--- src/rtl/core/mts_pkg.sv ---
package mts_pkg;

   localparam int NOTE_DEPTH = 256;
   localparam int NOTE_AW    = $clog2(NOTE_DEPTH);

   localparam int LEN_W      = 9;
   localparam int TEMPO_W    = 16;
   localparam int WORD_W     = 16;
   localparam int FREQ_W     = 12;
   localparam int COUNT_W    = 4;
   localparam int CLK_W      = 22;
   localparam int PRESC_W    = 18;
   localparam int TICKS_W    = 20;
   localparam int POS_W      = 8;

   localparam int DIV_STEPS  = CLK_W;
   localparam int DIV_CNT_W  = $clog2(DIV_STEPS);

   localparam logic [FREQ_W-1:0]  FREQ_MIN_EXCL = FREQ_W'(12'h012);
   localparam logic [TEMPO_W-1:0] TEMPO_AT_REST = TEMPO_W'(100);
   localparam logic [CLK_W-1:0]   CLOCK_RESET   = CLK_W'(1680000);

   typedef enum logic [2:0] {
      REQ_TICK  = 3'd0,
      REQ_WRITE = 3'd1,
      REQ_START = 3'd2,
      REQ_STOP  = 3'd3,
      REQ_MUTE  = 3'd4
   } req_kind_type;

   typedef enum logic [2:0] {
      ST_IDLE,
      ST_DECODE,
      ST_READ,
      ST_NOTE,
      ST_DIV,
      ST_RESPOND
   } state_type;

   typedef struct packed {
      logic              start;
      logic [CLK_W-1:0]  dividend;
      logic [FREQ_W-1:0] divisor;
   } div_req_type;

   typedef struct packed {
      logic              busy;
      logic              done;
      logic [CLK_W-1:0]  quotient;
   } div_rsp_type;

endpackage

--- src/rtl/core/mts_divider.sv ---
module mts_divider
   import mts_pkg::*;
(
   input  logic        clock,
   input  logic        reset,
   input  div_req_type div_req,
   output div_rsp_type div_rsp
);

   logic [FREQ_W-1:0]    rem_ff, rem_in;
   logic [CLK_W-1:0]     quo_ff, quo_in;
   logic [DIV_CNT_W-1:0] cnt_ff, cnt_in;
   logic                 busy_ff, busy_in;
   logic                 done_ff, done_in;
   logic [FREQ_W:0]      trial;
   logic [FREQ_W:0]      diff;
   logic                 fits;

   always_comb begin
      trial  = {rem_ff, quo_ff[CLK_W-1]};
      diff   = trial - {1'b0, div_req.divisor};
      fits   = (trial >= {1'b0, div_req.divisor});
      rem_in  = rem_ff;
      quo_in  = quo_ff;
      cnt_in  = cnt_ff;
      busy_in = busy_ff;
      done_in = 1'b0;
      if (div_req.start) begin
         rem_in  = '0;
         quo_in  = div_req.dividend;
         cnt_in  = '0;
         busy_in = 1'b1;
      end else if (busy_ff) begin
         rem_in = fits ? diff[FREQ_W-1:0] : trial[FREQ_W-1:0];
         quo_in = {quo_ff[CLK_W-2:0], fits};
         cnt_in = cnt_ff + DIV_CNT_W'(1);
         if (cnt_ff == DIV_CNT_W'(DIV_STEPS - 1)) begin
            busy_in = 1'b0;
            done_in = 1'b1;
         end
      end
   end

   always_ff @(posedge clock) begin
      if (reset) begin
         busy_ff <= 1'b0;
         done_ff <= 1'b0;
         cnt_ff  <= '0;
      end else begin
         busy_ff <= busy_in;
         done_ff <= done_in;
         cnt_ff  <= cnt_in;
      end
      rem_ff <= rem_in;
      quo_ff <= quo_in;
   end

   assign div_rsp.busy     = busy_ff;
   assign div_rsp.done     = done_ff;
   assign div_rsp.quotient = quo_ff;

endmodule

--- src/rtl/core/melody_tone_sequencer.sv ---
// Melody player with tone timer control. A request transfer carries one command:
// a one-millisecond tick, a note write into the 256-entry note memory, a start
// (length, tempo, repeat), a stop, or a mute setting; each request returns exactly
// one status transfer (tone on, prescaler, playing, note position). A request that
// loads a sounding note waits on the 22-step restoring divider, which forms clock/100
// divided by the note frequency one quotient bit per cycle; other requests skip it.
// The block is not ready while a request is in work, and takes the next request
// while the previous response still waits in its output register. The clock
// register may be written at any time the block is idle.
module melody_tone_sequencer
   import mts_pkg::*;
(
   input  logic        clock,
   input  logic        reset,
   input  logic        csr_we,
   input  logic [21:0] csr_wdata,   // clock_div_hundred
   input  logic        req_tvalid,
   output logic        req_tready,
   input  logic [55:0] req_tdata,   // entry_index, entry_word, melody_length,
                                    // tempo_ms, repeat_flag, mute_setting
   input  logic [2:0]  req_tuser,   // req_type
   output logic        rsp_tvalid,
   input  logic        rsp_tready,
   output logic [31:0] rsp_tdata    // tone_on, prescaler, playing, note_position
);

   state_type state_ff, state_in;

   logic [CLK_W-1:0]   clk_div_ff;
   logic [2:0]         kind_ff;
   logic [7:0]         index_ff;
   logic [WORD_W-1:0]  word_ff;
   logic [LEN_W-1:0]   req_len_ff;
   logic [TEMPO_W-1:0] req_tempo_ff;
   logic               req_rep_ff;
   logic               req_mute_ff;

   logic [NOTE_AW-1:0] position_ff, position_in;
   logic [LEN_W-1:0]   length_ff, length_in;
   logic [TEMPO_W-1:0] tempo_ff, tempo_in;
   logic               repeat_ff, repeat_in;
   logic               playing_ff, playing_in;
   logic               mute_ff, mute_in;
   logic [TICKS_W-1:0] ticks_ff, ticks_in;
   logic               tone_ff, tone_in;
   logic [PRESC_W-1:0] presc_ff, presc_in;

   logic               rsp_valid_ff, rsp_valid_in;
   logic [31:0]        rsp_data_ff, rsp_data_in;

   logic [WORD_W-1:0]  note_mem [NOTE_DEPTH];
   logic [WORD_W-1:0]  rd_word_ff;
   logic               mem_we;

   logic               accept;
   logic [NOTE_AW:0]   pos_next;
   logic [FREQ_W-1:0]  freq;
   logic [COUNT_W-1:0] count;
   logic [TICKS_W-1:0] product;
   logic [POS_W-1:0]   pos_out;

   div_req_type div_req;
   div_rsp_type div_rsp;

   mts_divider u_divider (
      .clock   (clock),
      .reset   (reset),
      .div_req (div_req),
      .div_rsp (div_rsp)
   );

   assign req_tready = (state_ff == ST_IDLE);
   assign accept     = req_tvalid && req_tready;
   assign rsp_tvalid = rsp_valid_ff;
   assign rsp_tdata  = rsp_data_ff;

   assign pos_next = {1'b0, position_ff} + (NOTE_AW + 1)'(1);
   assign freq     = rd_word_ff[WORD_W-1:COUNT_W];
   assign count    = rd_word_ff[COUNT_W-1:0];
   assign product  = TICKS_W'(tempo_ff) * TICKS_W'(count);
   assign pos_out  = playing_ff ? POS_W'(position_ff) : '0;

   always_comb begin
      state_in     = state_ff;
      position_in  = position_ff;
      length_in    = length_ff;
      tempo_in     = tempo_ff;
      repeat_in    = repeat_ff;
      playing_in   = playing_ff;
      mute_in      = mute_ff;
      ticks_in     = ticks_ff;
      tone_in      = tone_ff;
      presc_in     = presc_ff;
      rsp_valid_in = rsp_valid_ff;
      rsp_data_in  = rsp_data_ff;
      mem_we       = 1'b0;
      div_req.start    = 1'b0;
      div_req.dividend = clk_div_ff;
      div_req.divisor  = freq;

      if (rsp_valid_ff && rsp_tready) begin
         rsp_valid_in = 1'b0;
      end

      unique case (state_ff)
         ST_IDLE: begin
            if (accept) begin
               state_in = ST_DECODE;
            end
         end
         ST_DECODE: begin
            state_in = ST_RESPOND;
            case (kind_ff)
               REQ_TICK: begin
                  if (playing_ff) begin
                     if (ticks_ff > TICKS_W'(1)) begin
                        ticks_in = ticks_ff - TICKS_W'(1);
                     end else if (LEN_W'(pos_next) >= length_ff) begin
                        if (repeat_ff) begin
                           position_in = '0;
                           state_in    = ST_READ;
                        end else begin
                           playing_in  = 1'b0;
                           length_in   = '0;
                           position_in = '0;
                           tempo_in    = TEMPO_AT_REST;
                           repeat_in   = 1'b0;
                           ticks_in    = '0;
                           tone_in     = 1'b0;
                           presc_in    = '0;
                        end
                     end else begin
                        position_in = pos_next[NOTE_AW-1:0];
                        state_in    = ST_READ;
                     end
                  end
               end
               REQ_WRITE: begin
                  mem_we = (32'(index_ff) < NOTE_DEPTH);
               end
               REQ_START: begin
                  if (req_len_ff != '0 && req_tempo_ff != '0) begin
                     length_in   = (32'(req_len_ff) > NOTE_DEPTH) ?
                                   LEN_W'(NOTE_DEPTH) : req_len_ff;
                     tempo_in    = req_tempo_ff;
                     repeat_in   = req_rep_ff;
                     position_in = '0;
                     playing_in  = 1'b1;
                     state_in    = ST_READ;
                  end
               end
               REQ_STOP: begin
                  playing_in  = 1'b0;
                  length_in   = '0;
                  position_in = '0;
                  tempo_in    = TEMPO_AT_REST;
                  repeat_in   = 1'b0;
                  ticks_in    = '0;
                  tone_in     = 1'b0;
                  presc_in    = '0;
               end
               REQ_MUTE: begin
                  mute_in = req_mute_ff;
                  if (req_mute_ff) begin
                     tone_in  = 1'b0;
                     presc_in = '0;
                  end
               end
               default: begin
               end
            endcase
         end
         ST_READ: begin
            state_in = ST_NOTE;
         end
         ST_NOTE: begin
            ticks_in = (product == '0) ? TICKS_W'(1) : product;
            if (freq > FREQ_MIN_EXCL && !mute_ff) begin
               div_req.start = 1'b1;
               state_in      = ST_DIV;
            end else begin
               tone_in  = 1'b0;
               presc_in = '0;
               state_in = ST_RESPOND;
            end
         end
         ST_DIV: begin
            if (div_rsp.done) begin
               tone_in  = 1'b1;
               presc_in = div_rsp.quotient[PRESC_W-1:0];
               state_in = ST_RESPOND;
            end
         end
         ST_RESPOND: begin
            if (!rsp_valid_ff || rsp_tready) begin
               rsp_valid_in = 1'b1;
               rsp_data_in  = {4'b0, pos_out, playing_ff,
                               tone_ff ? presc_ff : PRESC_W'(0), tone_ff};
               state_in     = ST_IDLE;
            end
         end
         default: begin
            state_in = ST_IDLE;
         end
      endcase
   end

   always_ff @(posedge clock) begin
      if (reset) begin
         state_ff     <= ST_IDLE;
         clk_div_ff   <= CLOCK_RESET;
         position_ff  <= '0;
         length_ff    <= '0;
         tempo_ff     <= TEMPO_AT_REST;
         repeat_ff    <= 1'b0;
         playing_ff   <= 1'b0;
         mute_ff      <= 1'b0;
         ticks_ff     <= '0;
         tone_ff      <= 1'b0;
         presc_ff     <= '0;
         rsp_valid_ff <= 1'b0;
      end else begin
         state_ff     <= state_in;
         if (csr_we) begin
            clk_div_ff <= csr_wdata;
         end
         position_ff  <= position_in;
         length_ff    <= length_in;
         tempo_ff     <= tempo_in;
         repeat_ff    <= repeat_in;
         playing_ff   <= playing_in;
         mute_ff      <= mute_in;
         ticks_ff     <= ticks_in;
         tone_ff      <= tone_in;
         presc_ff     <= presc_in;
         rsp_valid_ff <= rsp_valid_in;
      end
      rsp_data_ff <= rsp_data_in;
      if (accept) begin
         kind_ff      <= req_tuser;
         index_ff     <= req_tdata[7:0];
         word_ff      <= req_tdata[23:8];
         req_len_ff   <= req_tdata[32:24];
         req_tempo_ff <= req_tdata[48:33];
         req_rep_ff   <= req_tdata[49];
         req_mute_ff  <= req_tdata[50];
      end
   end

   always_ff @(posedge clock) begin
      if (mem_we) begin
         note_mem[index_ff[NOTE_AW-1:0]] <= word_ff;
      end
      rd_word_ff <= note_mem[position_ff];
   end

`ifndef SYNTHESIS
   a_tone_needs_play: assert property (@(posedge clock) disable iff (reset)
      tone_ff |-> playing_ff)
      else $error("tone running without an active melody");

   a_tone_not_muted: assert property (@(posedge clock) disable iff (reset)
      tone_ff |-> !mute_ff)
      else $error("tone running while muted");

   a_idle_position: assert property (@(posedge clock) disable iff (reset)
      !playing_ff |-> (position_ff == '0 && length_ff == '0))
      else $error("stale position or length while stopped");

   a_position_range: assert property (@(posedge clock) disable iff (reset)
      playing_ff |-> (LEN_W'(position_ff) < length_ff))
      else $error("note position beyond melody length");

   a_div_running: assert property (@(posedge clock) disable iff (reset)
      (state_ff == ST_DIV) |-> (div_rsp.busy || div_rsp.done))
      else $error("waiting on an idle divider");
`endif

endmodule
--- config.mk ---
export PLATFORM = sky130hd
export DESIGN_NAME = melody_tone_sequencer
export DESIGN_NICKNAME = d
export VERILOG_FILES = /design/src/rtl/core/mts_pkg.sv /design/src/rtl/core/mts_divider.sv /design/src/rtl/core/melody_tone_sequencer.sv
export SDC_FILE = /design/constraint.sdc
export NUM_CORES = 2
export LEC_CHECK = 0
export BUFFER_PORTS_ARGS = -buffer_cell sky130_fd_sc_hd__buf_2
export CAP_MARGIN = 20
export CORE_MARGIN = 2
export CORE_UTILIZATION = 61
export CTS_CLUSTER_DIAMETER = 50
export DETAILED_ROUTE_END_ITERATION = 16
export GPL_TIMING_DRIVEN = 0
export PLACE_DENSITY = 0.74
export SETUP_SLACK_MARGIN = 0.4
export SYNTH_ARGS = -nofsm -noshare
export SYNTH_HDL_FRONTEND = slang
export SYNTH_SLANG_ARGS = --single-unit
export TNS_END_PERCENT = 10
--- constraint.sdc ---
create_clock -name clock -period 4.7 [get_ports clock]
set_input_delay 0.94 -clock clock [delete_from_list [all_inputs] [get_ports clock]]
set_output_delay 0.94 -clock clock [all_outputs]
set_load 0.02 [all_outputs]
Word level (Yosys, flattened, before mapping)
Memory sizes are Yosys's and may differ from the RTL's. A register that Yosys moved wholly into a read port is not among the register bits.
Index checks and enable logic that the tools add are counted.
{ "totals": {"ff_bits": 224, "ramBits": 4096, "out_inout_bits": 34, "word_cells": 175, "n_memories": 1} }
{ "op_classes": {"n_addsub": 4, "multipliers": 1, "n_lt_le_gt_ge": 5, "n_eq_ne": 28, "mux": 81, "bitwise": 1, "n_reduce_logical": 27} }
{ "mem_list": {"columns": ["memory", "depth", "word_bits", "rd", "rd_ports_with_merged_regs", "write_ports", "line", "text"], "rows": [
  ["note_mem", 256, 16, 1, 1, 1, "melody_tone_sequencer.sv:51", "logic [WORD_W-1:0] note_mem [NOTE_DEPTH];"]
]} }
{ "ops": {"columns": ["cell", "n"], "rows": [
  ["18-bit 2-to-1 mux", 7],
  ["18-bit one-hot mux with 3 select lines", 2],
  ["20-bit 2-to-1 mux", 5],
  ["16-bit 2-to-1 mux", 5],
  ["20-bit one-hot mux with 2 select lines", 2],
  ["9-bit 2-to-1 mux", 6],
  ["16-bit one-hot mux with 3 select lines", 1],
  ["22-bit 2-to-1 mux", 2],
  ["8-bit 2-to-1 mux", 4],
  ["1-bit 2-to-1 mux", 30],
  ["9-bit one-hot mux with 3 select lines", 1],
  ["3-bit 2-to-1 mux", 8],
  ["8-bit one-hot mux with 3 select lines", 1],
  ["20-bit by 1-bit greater-than comparator with 1-bit output, second input constant", 1],
  ["20-bit logical NOT", 1],
  ["16-bit by 4-bit multiplier with 20-bit output", 1],
  ["20-bit by 1-bit subtractor with 20-bit output, second input constant", 1],
  ["3-bit one-hot mux with 6 select lines", 1],
  ["16-bit nonzero test", 1],
  ["3-bit != test, second input constant", 5],
  ["2-bit != test, second input constant", 7],
  ["13-bit by 12-bit greater-or-equal comparator with 1-bit output", 1],
  ["3-bit by 2-bit == test with 1-bit output, second input constant", 4],
  ["12-bit by 5-bit greater-than comparator with 1-bit output, second input constant", 1],
  ["31 further kinds", 49]
]} }

Longest topological paths before layout
{ "depth": {"word_depth": 7, "ltp_mapped": 17, "ltp_nobuf": 14} }

By module
A second synthesis with hierarchy kept.
{ "hier_totals": {"cells_unflattened": 7411, "hier_area_um2": 168686.8} }
{ "by_module_without_submodules": {"columns": ["mod", "instances", "cells_per_inst", "area_per_inst_um2", "seq_area_each_um2"], "rows": [
  ["melody_tone_sequencer", 1, 7176, 166263.2, 127802.6],
  ["mts_divider", 1, 235, 2423.6, 1041.0]
]} }

Worst setup path after synthesis
No wires, ideal clock.
{ "synth_timing": {"kind": "flip-flop to flip-flop", "start": "register word_ff[0]", "end": "memory note_mem[0][0] (data pin)", "arrival_ns": 3.228, "required_time_ns": 3.883, "setup_slack_ns": 0.654, "stages_incl_launch_ff": 1, "path_buffers": 0, "period_less_slack_ns": 4.046, "path_cell_list": "edfxtp_1"} }
{ "synth_lines": {"columns": ["element", "line", "text"], "rows": [
  ["start, declared", "melody_tone_sequencer.sv:32", "logic [WORD_W-1:0] word_ff;"],
  ["start signal, assigned", "melody_tone_sequencer.sv:242", "word_ff <= req_tdata[23:8];"],
  ["end, declared", "melody_tone_sequencer.sv:51", null]
]} }
Straight into the memory's write port.

==> reports/results.ini <==
[clock_network]
cts-hold-fix-buffers=0
path_clk_slew_ps=60
cts.path.max_buffers=4
clock-sinks=4336
cts_max_level=5
numCtsBuffers=436
insertion_delay_ps=1030
root_buffer=clkbuf_16
cts_tree=done

[power_and_ir_drop]
leakage_nw=61.1
total_power_mw=86.2
ir_worst_vdd_v=0.000403
cellPowerDensity_nw_per_um2=435

[grt]
antenna_found_initial=31
grt_pass1_vias=88100
grt_pass1_wl_um=686000
grt_max_degree=55
grtUsageTotal_pct=35.5
gr-total-overflow=0

[die]
initial_core_util_pct=61.5
die_area_um2=280000
io_pins=120
placementRows=192
coreArea_um2=274000
die_h_um=530
die_w_um=530

[timing]
min_period_ps=4580
hold_viol_final=0
fmax_mhz=218
post-route-period-util_pct=97.5
fin_ws_ps=120
worst_pin_slew_ps=1290
finalMaxSlewViolations=0
finalClockSkew_ps=105
finalSetupViolCount=0
rsz0062_at_grt=yes
relSlewSlack_pct=14.0
fin_setup_tns_ps=0

[cells_and_area]
drive_gt1_share_pct=34.8
multiInputGateArea_um2=38800
syn2layout_area_growth_pct=17.6
fin_nets=8478
layoutNonFillerInstCount=12400
nFillCells=14300
seq_area_um2=129000
final_cell_mix=edfxtp_1, mux4_2, clkbuf_16
layout_commonest_cell=edfxtp_1

[yosys]
yosysUniqueCellTypes=76
synth-seq-area-share_pct=76.5
synth_area_per_cell_um2=22.9
synthArstFlopShare_pct=0
synth_area_um2=168000
synth_edf_count=4200
yosysWarningCount=0
ys.flop_type=edfxtp_1
synth_cells=7365
ys_ff_latch=4336

[place]
io_buffers=109
dp.cells=11500
dpl.hpwl_um=310000
gp_congestion=1.02
pre_cts_ws_ps=-1310

[routing]
drc=0
first_pass_iters=8
via_count=88700
drt_iter0_markers=15200
ant_nets=0
wl_per_cell_um=39.9
via_per_inst=7.16
drt-total-wl_um=494000

[status]
outcome=completed

[hold_path]
min_path_type=primary input to register
hold_depth=1

[worst_setup_path]
crit_required_ps=5500
cp_max_fo=11
crit_arrival_ps=5380
end_kind=register
path_class=register to register
critPathLaunchType=register
r2r_cells=8

[run]
drv_cap=0

sequential cells by signal (all words and copies together) (netlist names), 3 cells and up:
name	flops
note_mem	4096
rsp_tdata	28
clk_div_ff	22
u_divider.quo_ff	22
ticks_ff	20
presc_ff	18
rd_word_ff	16
req_tempo_ff	16
tempo_ff	16
word_ff	16
u_divider.rem_ff	12
length_ff	9
req_len_ff	9
index_ff	8
position_ff	8
u_divider.cnt_ff	5
kind_ff	3
state_ff	3
worst max-delay path: stages, from the launching register on:
cell and delay, ps:
dfxtp_1 520, clkbuf_16 330, clkbuf_1 470, clkbuf_1 680, mux4_2 490, mux4_2 590
mux4_2 530, a22oi_1 570, nand2_1 210
logic make-up after synthesis:
group           count (synthesis)  synth area share (%)
buf+inv                       483                  1.17
flops                        4336                  76.5
fa+ha+maj                      79                 0.716
simple gates                  759                  2.08
other cells                     1               0.00223
compound gates                285                  1.12
mux                          1391                  18.3
xor+xnor                       31                 0.161
final cells by class:
type                            count  area share, %
Buffer                            401           1.03
Timing Repair Buffer              507           4.50
Antenna cell                       24         0.0303
Tap cell                         3686           2.33
Clock inverter                    284           1.56
Clock buffer                      525           5.73
Inverter                           82          0.155
Multi-Input combinational cell   2549           19.6
Sequential cell                  4336           65.1
final timing paths:
path	startpoint	slack [ps]	to
worst min-delay path	req_tdata[6]	110	index_ff[6]$_DFFE_PP_
worst min register to register	length_ff[3]$_SDFFE_PP0P_	460	length_ff[3]$_SDFFE_PP0P_
worst max register to register	position_ff[1]$_SDFFE_PP0P_	120	rd_word_ff[14]$_DFF_P_
worst max-delay path	position_ff[1]$_SDFFE_PP0P_	120	rd_word_ff[14]$_DFF_P_
synthesized netlist by cell type, drive strengths merged, types with 23 or more instances:
master	count	area share [%]
nor2b	26	0.097
mux2	23	0.15
clkbuf	240	0.53
mux2i	24	0.14
nand2	119	0.27
nand2b	30	0.11
a21oi	94	0.28
nor2	348	0.78
ha	50	0.37
dfxtp	136	1.6
o21ai	40	0.12
a22oi	40	0.18
inv	82	0.18
mux4	1344	18
nor3	37	0.12
fa	29	0.34
and2	77	0.29
edfxtp	4200	75
nand3	63	0.19
buf	161	0.45
metrics by stage:
stage	utilization (%)	area, um^2	hold slack [ps]
floorplan	-	168000	432
global placement	63.3	174000	449
detailed placement	66.4	182000	448
CTS	72.0	197000	66.7
global route	72.2	198000	93.9
finish	72.3	198000	106
power breakdown:
part / total, mW / internal (mW) / switching, mW
registers: 44.5 / 44.2 / 0.334
clock network: 35.3 / 19.9 / 15.4
logic: 6.40 / 2.20 / 4.20
per-layer routing:
layer | vias to the layer above | wire (um) | track usage, % | part of all wire, %
met5 | - | 425 | 0 | 0.086
li1 | 33200 | - | - | -
met2 | 7660 | 236000 | 55.6 | 48
met4 | 18 | 35000 | 19.9 | 7.1
met3 | 1486 | 60800 | 9.54 | 12
met1 | 46400 | 162000 | 45.8 | 33
what timing repair did:
action | 4_1_cts | 5_1_grt
pin swaps | 12 | 14
endpoints found under the setup margin | 2938 | 2528
resized for setup | 242 | 21
gates cloned | 0 | 0
setup buffers | 8 | 15
Note: power is estimated with default switching activity, not from simulation.
